<file path="config.mk">
export PLATFORM = sky130hd
export DESIGN_NAME = ipv4_forward_route_lookup
export DESIGN_NICKNAME = d
export VERILOG_FILES = /design/src/sv/ipfrl_pkg.sv /design/src/sv/ipv4_forward_route_lookup.sv /design/src/sv/ipfrl_route_ram.sv /design/src/sv/ipfrl_header.sv
export SDC_FILE = /design/constraint.sdc
export NUM_CORES = 2
export LEC_CHECK = 0
export BUFFER_PORTS_ARGS = -buffer_cell sky130_fd_sc_hd__buf_2
export CAP_MARGIN = 20
export CORE_MARGIN = 1.5
export CORE_UTILIZATION = 55
export CTS_CLUSTER_SIZE = 12
export DETAILED_ROUTE_END_ITERATION = 6
export PLACE_DENSITY = 0.76
export SLEW_MARGIN = 20
export SYNTH_ARGS = -nofsm -noshare
export SYNTH_HDL_FRONTEND = slang
export SYNTH_MEMORY_MAX_BITS = 65536
export SYNTH_SLANG_ARGS = --single-unit
</file>
<file path="constraint.sdc">
create_clock -name clock -period 8.9 [get_ports clock]
set_input_delay 0.89 -clock clock [delete_from_list [all_inputs] [get_ports clock]]
set_output_delay 0.89 -clock clock [all_outputs]
set_load 0.01 [all_outputs]
</file>
<file path="src/sv/ipfrl_pkg.sv">
// shared types, constants and helper functions for the ipv4 route lookup
// no dependencies
`timescale 1ns / 1ps

package ipfrl_pkg;

   localparam int ROUTE_ENTRIES = 64;
   localparam int ROUTE_AW = (ROUTE_ENTRIES > 1) ? $clog2(ROUTE_ENTRIES) : 1;
   localparam int COUNT_W = $clog2(ROUTE_ENTRIES + 1);

   localparam logic [1:0] MODE_CLEAR  = 2'd0;
   localparam logic [1:0] MODE_ADD    = 2'd1;
   localparam logic [1:0] MODE_HEADER = 2'd2;

   localparam logic [1:0] ACT_FORWARD  = 2'd0;
   localparam logic [1:0] ACT_LOCAL    = 2'd1;
   localparam logic [1:0] ACT_EXPIRED  = 2'd2;
   localparam logic [1:0] ACT_NO_ROUTE = 2'd3;

   localparam logic [4:0] POS_TTL    = 5'd4;
   localparam logic [4:0] POS_CKSUM  = 5'd5;
   localparam logic [4:0] POS_DST_HI = 5'd8;
   localparam logic [4:0] POS_DST_LO = 5'd9;
   localparam logic [4:0] POS_LIMIT  = 5'd31;

   localparam logic [5:0] MAX_PREFIX_LEN = 6'd32;

   typedef struct packed {
      logic [31:0] prefix;
      logic [5:0]  length;
      logic [31:0] hop;
   } route_entry_type;

   typedef struct packed {
      logic [7:0]  ttl;
      logic [31:0] destination;
      logic [15:0] checksum;
   } hdr_status_type;

   typedef enum logic [2:0] {
      ST_IDLE   = 3'b001,
      ST_DECIDE = 3'b010,
      ST_SEARCH = 3'b100
   } lookup_state_type;

   // length is already clamped to 32 when stored
   function automatic logic [31:0] prefix_mask(input logic [5:0] len);
      logic [31:0] m;
      if (len == 6'd0) begin
         m = 32'h0;
      end else if (len >= MAX_PREFIX_LEN) begin
         m = 32'hffff_ffff;
      end else begin
         m = 32'hffff_ffff << (6'd32 - len);
      end
      return m;
   endfunction

   // two end-around folds are enough for a 21-bit sum
   function automatic logic [15:0] fold_checksum(input logic [20:0] sum);
      logic [16:0] s1;
      logic [16:0] s2;
      s1 = {1'b0, sum[15:0]} + {12'd0, sum[20:16]};
      s2 = {1'b0, s1[15:0]} + {16'd0, s1[16]};
      return ~s2[15:0];
   endfunction

endpackage

</file>
<file path="src/sv/ipv4_forward_route_lookup.sv">
// ipv4 forwarding decision: route table, header accumulator and search sequencer
// depends on ipfrl_pkg, ipfrl_route_ram, ipfrl_header
//
// usage:
//   req_* carries one item per transfer: clear table, add route, or one 16-bit
//   header word. an item is taken when req_valid is high and req_stall low.
//   clear, add and non-final header words never stall the input.
//   the final header word (req_header_last) raises req_stall for the decide
//   state, then the route table is walked one entry per cycle from its
//   synchronous ram, whose read data is registered.
//   ttl expired and local delivery skip the walk and finish in the decide state.
//   rsp_* holds one result in an output register; it leaves when rsp_stall is
//   low. while it waits the block keeps taking items; a new result waits in
//   the sequencer (req_stall stays high) until the register frees up.
//   csr_local_address is written through csr_valid/csr_ready, always ready.
//   reset empties the table, clears the overflow flag, the local address and
//   any header in progress; table contents are not cleared.
`timescale 1ns / 1ps

module ipv4_forward_route_lookup (
   input  logic        clock,
   input  logic        reset,
   input  logic        req_valid,
   output logic        req_stall,
   input  logic [1:0]  req_mode,
   input  logic [31:0] req_route_dest,
   input  logic [5:0]  req_route_prefix_len,
   input  logic [31:0] req_route_next_hop,
   input  logic [15:0] req_header_word,
   input  logic        req_header_last,
   output logic        rsp_valid,
   input  logic        rsp_stall,
   output logic [1:0]  rsp_action,
   output logic [31:0] rsp_next_hop,
   output logic [7:0]  rsp_new_ttl,
   output logic [15:0] rsp_new_checksum,
   output logic        rsp_table_overflow,
   input  logic        csr_valid,
   output logic        csr_ready,
   input  logic [31:0] csr_local_address
);
   import ipfrl_pkg::*;

   lookup_state_type state_ff, state_in;

   logic [31:0]        local_addr_ff;
   logic [COUNT_W-1:0] count_ff, count_in;
   logic               overflow_ff, overflow_in;
   logic [COUNT_W-1:0] idx_ff, idx_in;
   logic               cmp_valid_ff, cmp_valid_in;

   logic               rsp_valid_ff, rsp_valid_in;
   logic [1:0]         action_ff, action_in;
   logic [31:0]        hop_ff, hop_in;
   logic [7:0]         ttl_ff, ttl_in;
   logic [15:0]        csum_ff, csum_in;
   logic               ovf_ff, ovf_in;

   logic               req_xfer;
   logic               is_add, is_header;
   logic               out_free;
   logic               result_load;
   logic               hdr_clear;
   logic               issue_ok, hit, match, finish, rd_en;
   logic               ram_wr_en;
   logic [31:0]        mask;
   route_entry_type    wr_entry;
   route_entry_type    rd_entry;
   hdr_status_type     hdr;

   assign req_xfer  = req_valid && !req_stall;
   assign is_add    = req_mode == MODE_ADD;
   assign is_header = req_mode == MODE_HEADER;
   assign req_stall = state_ff != ST_IDLE;
   assign csr_ready = 1'b1;
   assign out_free  = !rsp_valid_ff || !rsp_stall;

   always_ff @(posedge clock) begin
      if (reset) begin
         local_addr_ff <= '0;
      end else if (csr_valid && csr_ready) begin
         local_addr_ff <= csr_local_address;
      end
   end

   // route table writes
   assign ram_wr_en = req_xfer && is_add && (count_ff < COUNT_W'(ROUTE_ENTRIES));
   assign wr_entry.prefix = req_route_dest;
   assign wr_entry.length = (req_route_prefix_len > MAX_PREFIX_LEN) ?
                            MAX_PREFIX_LEN : req_route_prefix_len;
   assign wr_entry.hop    = req_route_next_hop;

   always_comb begin
      count_in    = count_ff;
      overflow_in = overflow_ff;
      if (req_xfer && req_mode == MODE_CLEAR) begin
         count_in = '0;
      end else if (req_xfer && is_add) begin
         if (ram_wr_en) begin
            count_in = count_ff + COUNT_W'(1);
         end else begin
            overflow_in = 1'b1;
         end
      end
   end

   ipfrl_route_ram u_ram (
      .clock   (clock),
      .wr_en   (ram_wr_en),
      .wr_addr (count_ff[ROUTE_AW-1:0]),
      .wr_data (wr_entry),
      .rd_en   (rd_en),
      .rd_addr (idx_ff[ROUTE_AW-1:0]),
      .rd_data (rd_entry)
   );

   ipfrl_header u_header (
      .clock   (clock),
      .reset   (reset),
      .word_en (req_xfer && is_header),
      .word    (req_header_word),
      .clear   (hdr_clear),
      .status  (hdr)
   );

   // search pipeline: issue entry idx, compare it in the following cycle
   assign mask     = prefix_mask(rd_entry.length);
   assign hit      = (rd_entry.prefix & mask) == (hdr.destination & mask);
   assign match    = cmp_valid_ff && hit;
   assign issue_ok = idx_ff < count_ff;
   assign finish   = match || !issue_ok;
   assign rd_en    = (state_ff == ST_SEARCH) && !finish;

   always_comb begin
      state_in     = state_ff;
      idx_in       = idx_ff;
      cmp_valid_in = cmp_valid_ff;
      result_load  = 1'b0;
      action_in    = ACT_NO_ROUTE;
      hop_in       = '0;
      ttl_in       = '0;
      csum_in      = '0;
      case (state_ff)
         ST_IDLE: begin
            if (req_xfer && is_header && req_header_last) begin
               state_in = ST_DECIDE;
            end
         end
         ST_DECIDE: begin
            if (hdr.ttl == 8'd0 || hdr.destination == local_addr_ff) begin
               action_in = (hdr.ttl == 8'd0) ? ACT_EXPIRED : ACT_LOCAL;
               if (out_free) begin
                  result_load = 1'b1;
                  state_in    = ST_IDLE;
               end
            end else begin
               idx_in       = '0;
               cmp_valid_in = 1'b0;
               state_in     = ST_SEARCH;
            end
         end
         ST_SEARCH: begin
            if (finish) begin
               if (match) begin
                  action_in = ACT_FORWARD;
                  hop_in    = rd_entry.hop;
                  ttl_in    = hdr.ttl - 8'd1;
                  csum_in   = hdr.checksum;
               end
               if (out_free) begin
                  result_load = 1'b1;
                  state_in    = ST_IDLE;
               end
            end else begin
               idx_in       = idx_ff + COUNT_W'(1);
               cmp_valid_in = 1'b1;
            end
         end
         default: begin
            state_in = ST_IDLE;
         end
      endcase
   end

   assign hdr_clear = result_load;
   assign ovf_in    = overflow_ff;

   always_comb begin
      rsp_valid_in = rsp_valid_ff;
      if (result_load) begin
         rsp_valid_in = 1'b1;
      end else if (!rsp_stall) begin
         rsp_valid_in = 1'b0;
      end
   end

   always_ff @(posedge clock) begin
      if (reset) begin
         state_ff     <= ST_IDLE;
         count_ff     <= '0;
         overflow_ff  <= 1'b0;
         idx_ff       <= '0;
         cmp_valid_ff <= 1'b0;
         rsp_valid_ff <= 1'b0;
      end else begin
         state_ff     <= state_in;
         count_ff     <= count_in;
         overflow_ff  <= overflow_in;
         idx_ff       <= idx_in;
         cmp_valid_ff <= cmp_valid_in;
         rsp_valid_ff <= rsp_valid_in;
      end
   end

   always_ff @(posedge clock) begin
      if (result_load) begin
         action_ff <= action_in;
         hop_ff    <= hop_in;
         ttl_ff    <= ttl_in;
         csum_ff   <= csum_in;
         ovf_ff    <= ovf_in;
      end
   end

   assign rsp_valid          = rsp_valid_ff;
   assign rsp_action         = action_ff;
   assign rsp_next_hop       = hop_ff;
   assign rsp_new_ttl        = ttl_ff;
   assign rsp_new_checksum   = csum_ff;
   assign rsp_table_overflow = ovf_ff;

endmodule

</file>
<file path="src/sv/ipfrl_route_ram.sv">
// route table storage: one write port, one registered read port
// depends on ipfrl_pkg
`timescale 1ns / 1ps

module ipfrl_route_ram (
   input  logic                            clock,
   input  logic                            wr_en,
   input  logic [ipfrl_pkg::ROUTE_AW-1:0]  wr_addr,
   input  ipfrl_pkg::route_entry_type      wr_data,
   input  logic                            rd_en,
   input  logic [ipfrl_pkg::ROUTE_AW-1:0]  rd_addr,
   output ipfrl_pkg::route_entry_type      rd_data
);
   import ipfrl_pkg::*;

   route_entry_type mem [ROUTE_ENTRIES];
   route_entry_type rd_data_ff;

   always_ff @(posedge clock) begin
      if (wr_en) begin
         mem[wr_addr] <= wr_data;
      end
   end

   // read data holds while no read is issued
   always_ff @(posedge clock) begin
      if (rd_en) begin
         rd_data_ff <= mem[rd_addr];
      end
   end

   assign rd_data = rd_data_ff;

endmodule

</file>
<file path="src/sv/ipfrl_header.sv">
// header word accumulator: position, checksum sum, ttl and destination
// depends on ipfrl_pkg
`timescale 1ns / 1ps

module ipfrl_header (
   input  logic                      clock,
   input  logic                      reset,
   input  logic                      word_en,
   input  logic [15:0]               word,
   input  logic                      clear,
   output ipfrl_pkg::hdr_status_type status
);
   import ipfrl_pkg::*;

   logic [4:0]  pos_ff, pos_in;
   logic [20:0] sum_ff, sum_in;
   logic [31:0] dest_ff, dest_in;
   logic [7:0]  ttl_ff, ttl_in;
   logic [7:0]  ttl_dec;

   assign ttl_dec = word[15:8] - 8'd1;

   always_comb begin
      pos_in  = pos_ff;
      sum_in  = sum_ff;
      dest_in = dest_ff;
      ttl_in  = ttl_ff;
      if (clear) begin
         pos_in  = '0;
         sum_in  = '0;
         dest_in = '0;
         ttl_in  = '0;
      end else if (word_en && pos_ff != POS_LIMIT) begin
         pos_in = pos_ff + 5'd1;
         if (pos_ff == POS_TTL) begin
            ttl_in = word[15:8];
            sum_in = sum_ff + {5'd0, ttl_dec, word[7:0]};
         end else if (pos_ff == POS_CKSUM) begin
            // checksum field counts as zero
            sum_in = sum_ff;
         end else begin
            if (pos_ff == POS_DST_HI) begin
               dest_in = {word, dest_ff[15:0]};
            end else if (pos_ff == POS_DST_LO) begin
               dest_in = {dest_ff[31:16], word};
            end
            sum_in = sum_ff + {5'd0, word};
         end
      end
   end

   always_ff @(posedge clock) begin
      if (reset) begin
         pos_ff  <= '0;
         sum_ff  <= '0;
         dest_ff <= '0;
         ttl_ff  <= '0;
      end else begin
         pos_ff  <= pos_in;
         sum_ff  <= sum_in;
         dest_ff <= dest_in;
         ttl_ff  <= ttl_in;
      end
   end

   assign status.ttl         = ttl_ff;
   assign status.destination = dest_ff;
   assign status.checksum    = fold_checksum(sum_ff);

endmodule

</file>
==> summary.md <==
| Metric | Value |
|---|---|
| Area leader, netlist | edfxtp_1 |
| Crit share post-route | 62.2% |
| Failing checks | DRC |
| Yosys reg bits | between 4000 and 5000 |
| CTS tree | yes |
| Routed WL | about 530 mm |
| Clock Path Buffers | 4 |
| Syn nets | ~7700 |
| Max_cap viols | 0 |
| DP Wirelength | approximately 230 mm |
| Worst slew pin tran | ~1.2 ns |
| First-pass GRT wire length | roughly 720 mm |
| Cell Area, Synth | 181000 um2 |
| CP Launch Type | register |
| Clk slew on worst S/H paths | about 0.060 ns |
| Finished Layout Cells | around 13000 |
| Worst Hold End | local_addr_ff[27] |
| Synth area leaders | edfxtp_1 (76%), mux4_2 (18%), dfxtp_1 (1.3%), clkbuf_1 (0.60%), xnor2_1 (0.35%) |
| H-tree depth | 5 |
| CP arrival | approximately 6 ns |
| Share of cells above drive strength 1 | 29.7% |
| PnR worst setup slack | 3.36 ns |
| Worst slew margin relative to its limit | a little under a fifth |
| Worst Clk Skew | between 0.1 and 0.15 ns |
| Most frequent cells in the layout | edfxtp_1 (4609), mux4_2 (1470), clkbuf_16 (463) |
| CP Capture Type | register |
| Peak Freq | roughly 0.18 GHz |
| FF-to-FF End | rsp_next_hop[25] |
| Post-synth EDFFs | roughly 4600 |
| Final Hold Vio Count | 0 |
| Die X | ~580 um |
| Final ANT Viol Nets | 0 |
| Largest net degree at the start of global routing | roughly 150 |
| Hold depth | 3 |
| Setup_tns | 0 ns |
| Total number of vias | roughly 92000 |
| Leakage power | 60.2 nW |
| Full die area | 333000 um2 |
| Layout Nets | ~8000 |
| DR pass1 iterations | 7 |
| GP Congestion | ~0.9 |
| Pre-CTS setup slack | between 3 and 4 ns |
| R2r setup slk | between 3 and 4 ns |
| Max-slew violations | 0 |
| Worst hold start | csr_local_address[27] |
| Vias/cell | between 7 and 8 |
| Root Buffer | clkbuf_16 |
| Port Buffer Count | between 150 and 200 |
| # setup viols final | 0 |
| Placed cell count | about 12000 |
| Hold bufs inserted after CTS | 0 |
| R2r worst-path depth | 12 |
| Crit Path Class | reg -> reg |
| Syn-to-layout area delta | 11.3% |
| CORE AREA | about 330000 um2 |
| Ys async rst share | 0% |
| DIE HEIGHT | about 580 um |
| Post-layout util | 61.6% |
| Synth unique cells | 65 |
| Required time worst endpoint | around 9.5 ns |
| DR DRC count | 1 |
| Clock Latency Late Sink | just over 1 ns |
| Tot Pwr | ~43 mW |
| Commonest non-fill, non-tap cell in the layout | edfxtp_1 |
| # Post-CTS Setup Buffers | 0 |
| Starting DRT DRC Count | between 15000 and 20000 |
| Worst Path Max Fanout | 32 |
| Initial Util | between 50% and 60% |
| Vias in the first global route | roughly 90000 |
| Total congestion overflow | 0 |
| Num CTS Buffers | 456 |
| Share of the synthesized area in the top cell type | between 70 and 80% |
| Register area share after synthesis | around 78% |
| Per-cell routed wire length | 41.9 um |
| Ys Warns | 0 |
| Cell count after synthesis | approximately 7600 |
| Worst Hold Class | in -> reg |
| Pwr/cell area | 212 nW/um2 |
| GRT Util Overall | between 30% and 40% |
| Rows | 210 |
| VDD IR max | between 0.2 and 0.25 mV |
| Period minus WS final | roughly 5.5 ns |
| Status | finished, violations left |
| Reg-to-Reg Start | u_ram.rd_data[32] |
| CTS sink count | 4727 |
| Initial antenna violation count | 31 |
| IO Count | between 150 and 200 |
| Synthesized area per cell | 24.0 um2 |
| Synth Flop Type | edfxtp_1 |
| Post-CTS resize count | 0 |
| RSZ-0062 raised after global routing | false |
## worst max-delay path: stages, from the launching register on
cell	delay [ns]
edfxtp_1	0.53
inv_1	0.12
ha_1	0.36
xnor2_1	0.80
a2bb2oi_1	0.16
o41ai_1	0.38
nand4_1	0.19
nor4_2	0.22
o221ai_2	0.23
o21ai_2	0.63
nand2_1	0.23
inv_4	0.53
buf_4	0.66
## logic make-up after synthesis
logic type	after synthesis	share of synthesized area, %
DFF	4727	77.6
muxes	1518	18.5
and+or+nand+nor	507	1.32
buffers and inverters	432	0.927
AOI/OAI and AO/OA	217	0.739
xor gates and xnor gates	113	0.546
adders and majority gates	43	0.305
other	1	0.00207
## layout make-up
cell class | count | area, um2
sequential | 4727 | 141000
fill | 20524 | 126000
multi-input combinational | 2399 | 39400
clock buffer | 587 | 12100
tap | 4346 | 5440
timing repair buffer | 365 | 2990
clock inverter | 84 | 820
inverter | 41 | 169
antenna | 17 | 42.5
## cells in the mapped netlist, drive strengths merged (3+ instances only)
master   instances
a2111oi          4
a211o            4
a211oi           5
a21boi           3
a21o            19
a21oi           97
a31oi           10
and2            36
and3             9
and4             5
buf             99
clkbuf         292
dfxtp          118
edfxtp        4609
ha              41
inv             41
mux2i           48
mux4          1470
nand2          130
nand2b           9
nand3           37
nand3b           3
nand4           17
nor2           170
nor2b           12
nor3            28
nor3b            8
nor4            14
o211ai           3
o21a             4
o21ai           29
o21bai           4
o22ai            7
o31a             3
o31ai            8
o41ai            3
or2              5
or3             17
xnor2           73
xor2            40
## worst max path at each step
stage	depth (start not counted)	startpoint	end
floorplan	5	req_mode[0]	u_ram.mem[56][0]
global placement	12	u_ram.rd_data[32]	rsp_next_hop[25]
detailed placement	12	u_ram.rd_data[32]	rsp_next_hop[25]
CTS	6	idx_ff[0]	u_ram.rd_data[48]
global route	12	u_ram.rd_data[32]	rsp_next_hop[25]
finish	12	u_ram.rd_data[32]	rsp_next_hop[25]
## power breakdown
part | switching, mW | internal, mW
Combinational | 0.399 | 0.103
Sequential | 0.0250 | 24.4
Clock | 8.15 | 9.59
## metrics by stage
stage	hold slack (ns)	instance area, um2
3_5_place_dp	0.467	189000
6_report	0.156	202000
3_3_place_gp	0.472	188000
4_1_cts	0.115	201000
5_1_grt	0.160	202000
2_1_floorplan	0.409	181000
## flip-flops by register name, summed over array words and instances (netlist names), 3 cells and up
| register | flops |
|---|---|
| count_ff | 7 |
| idx_ff | 7 |
| local_addr_ff | 32 |
| rsp_new_checksum | 16 |
| rsp_new_ttl | 8 |
| rsp_next_hop | 32 |
| state_ff | 3 |
| u_header.dest_ff | 32 |
| u_header.pos_ff | 5 |
| u_header.sum_ff | 21 |
| u_header.ttl_ff | 8 |
| u_ram.mem | 4480 |
| u_ram.rd_data | 70 |
## layer usage
| metal | up-vias | track usage, % | wire length [um] |
|---|---|---|---|
| met3 | 1514 | 8.04 | 75200 |
| met2 | 8934 | 50.0 | 251000 |
| met1 | 47966 | 42.3 | 174000 |
| met4 | 16 | 13.5 | 26400 |
| met5 | - | 0 | 114 |
| li1 | 33148 | - | - |
Note: power is estimated with default switching activity, not from simulation.
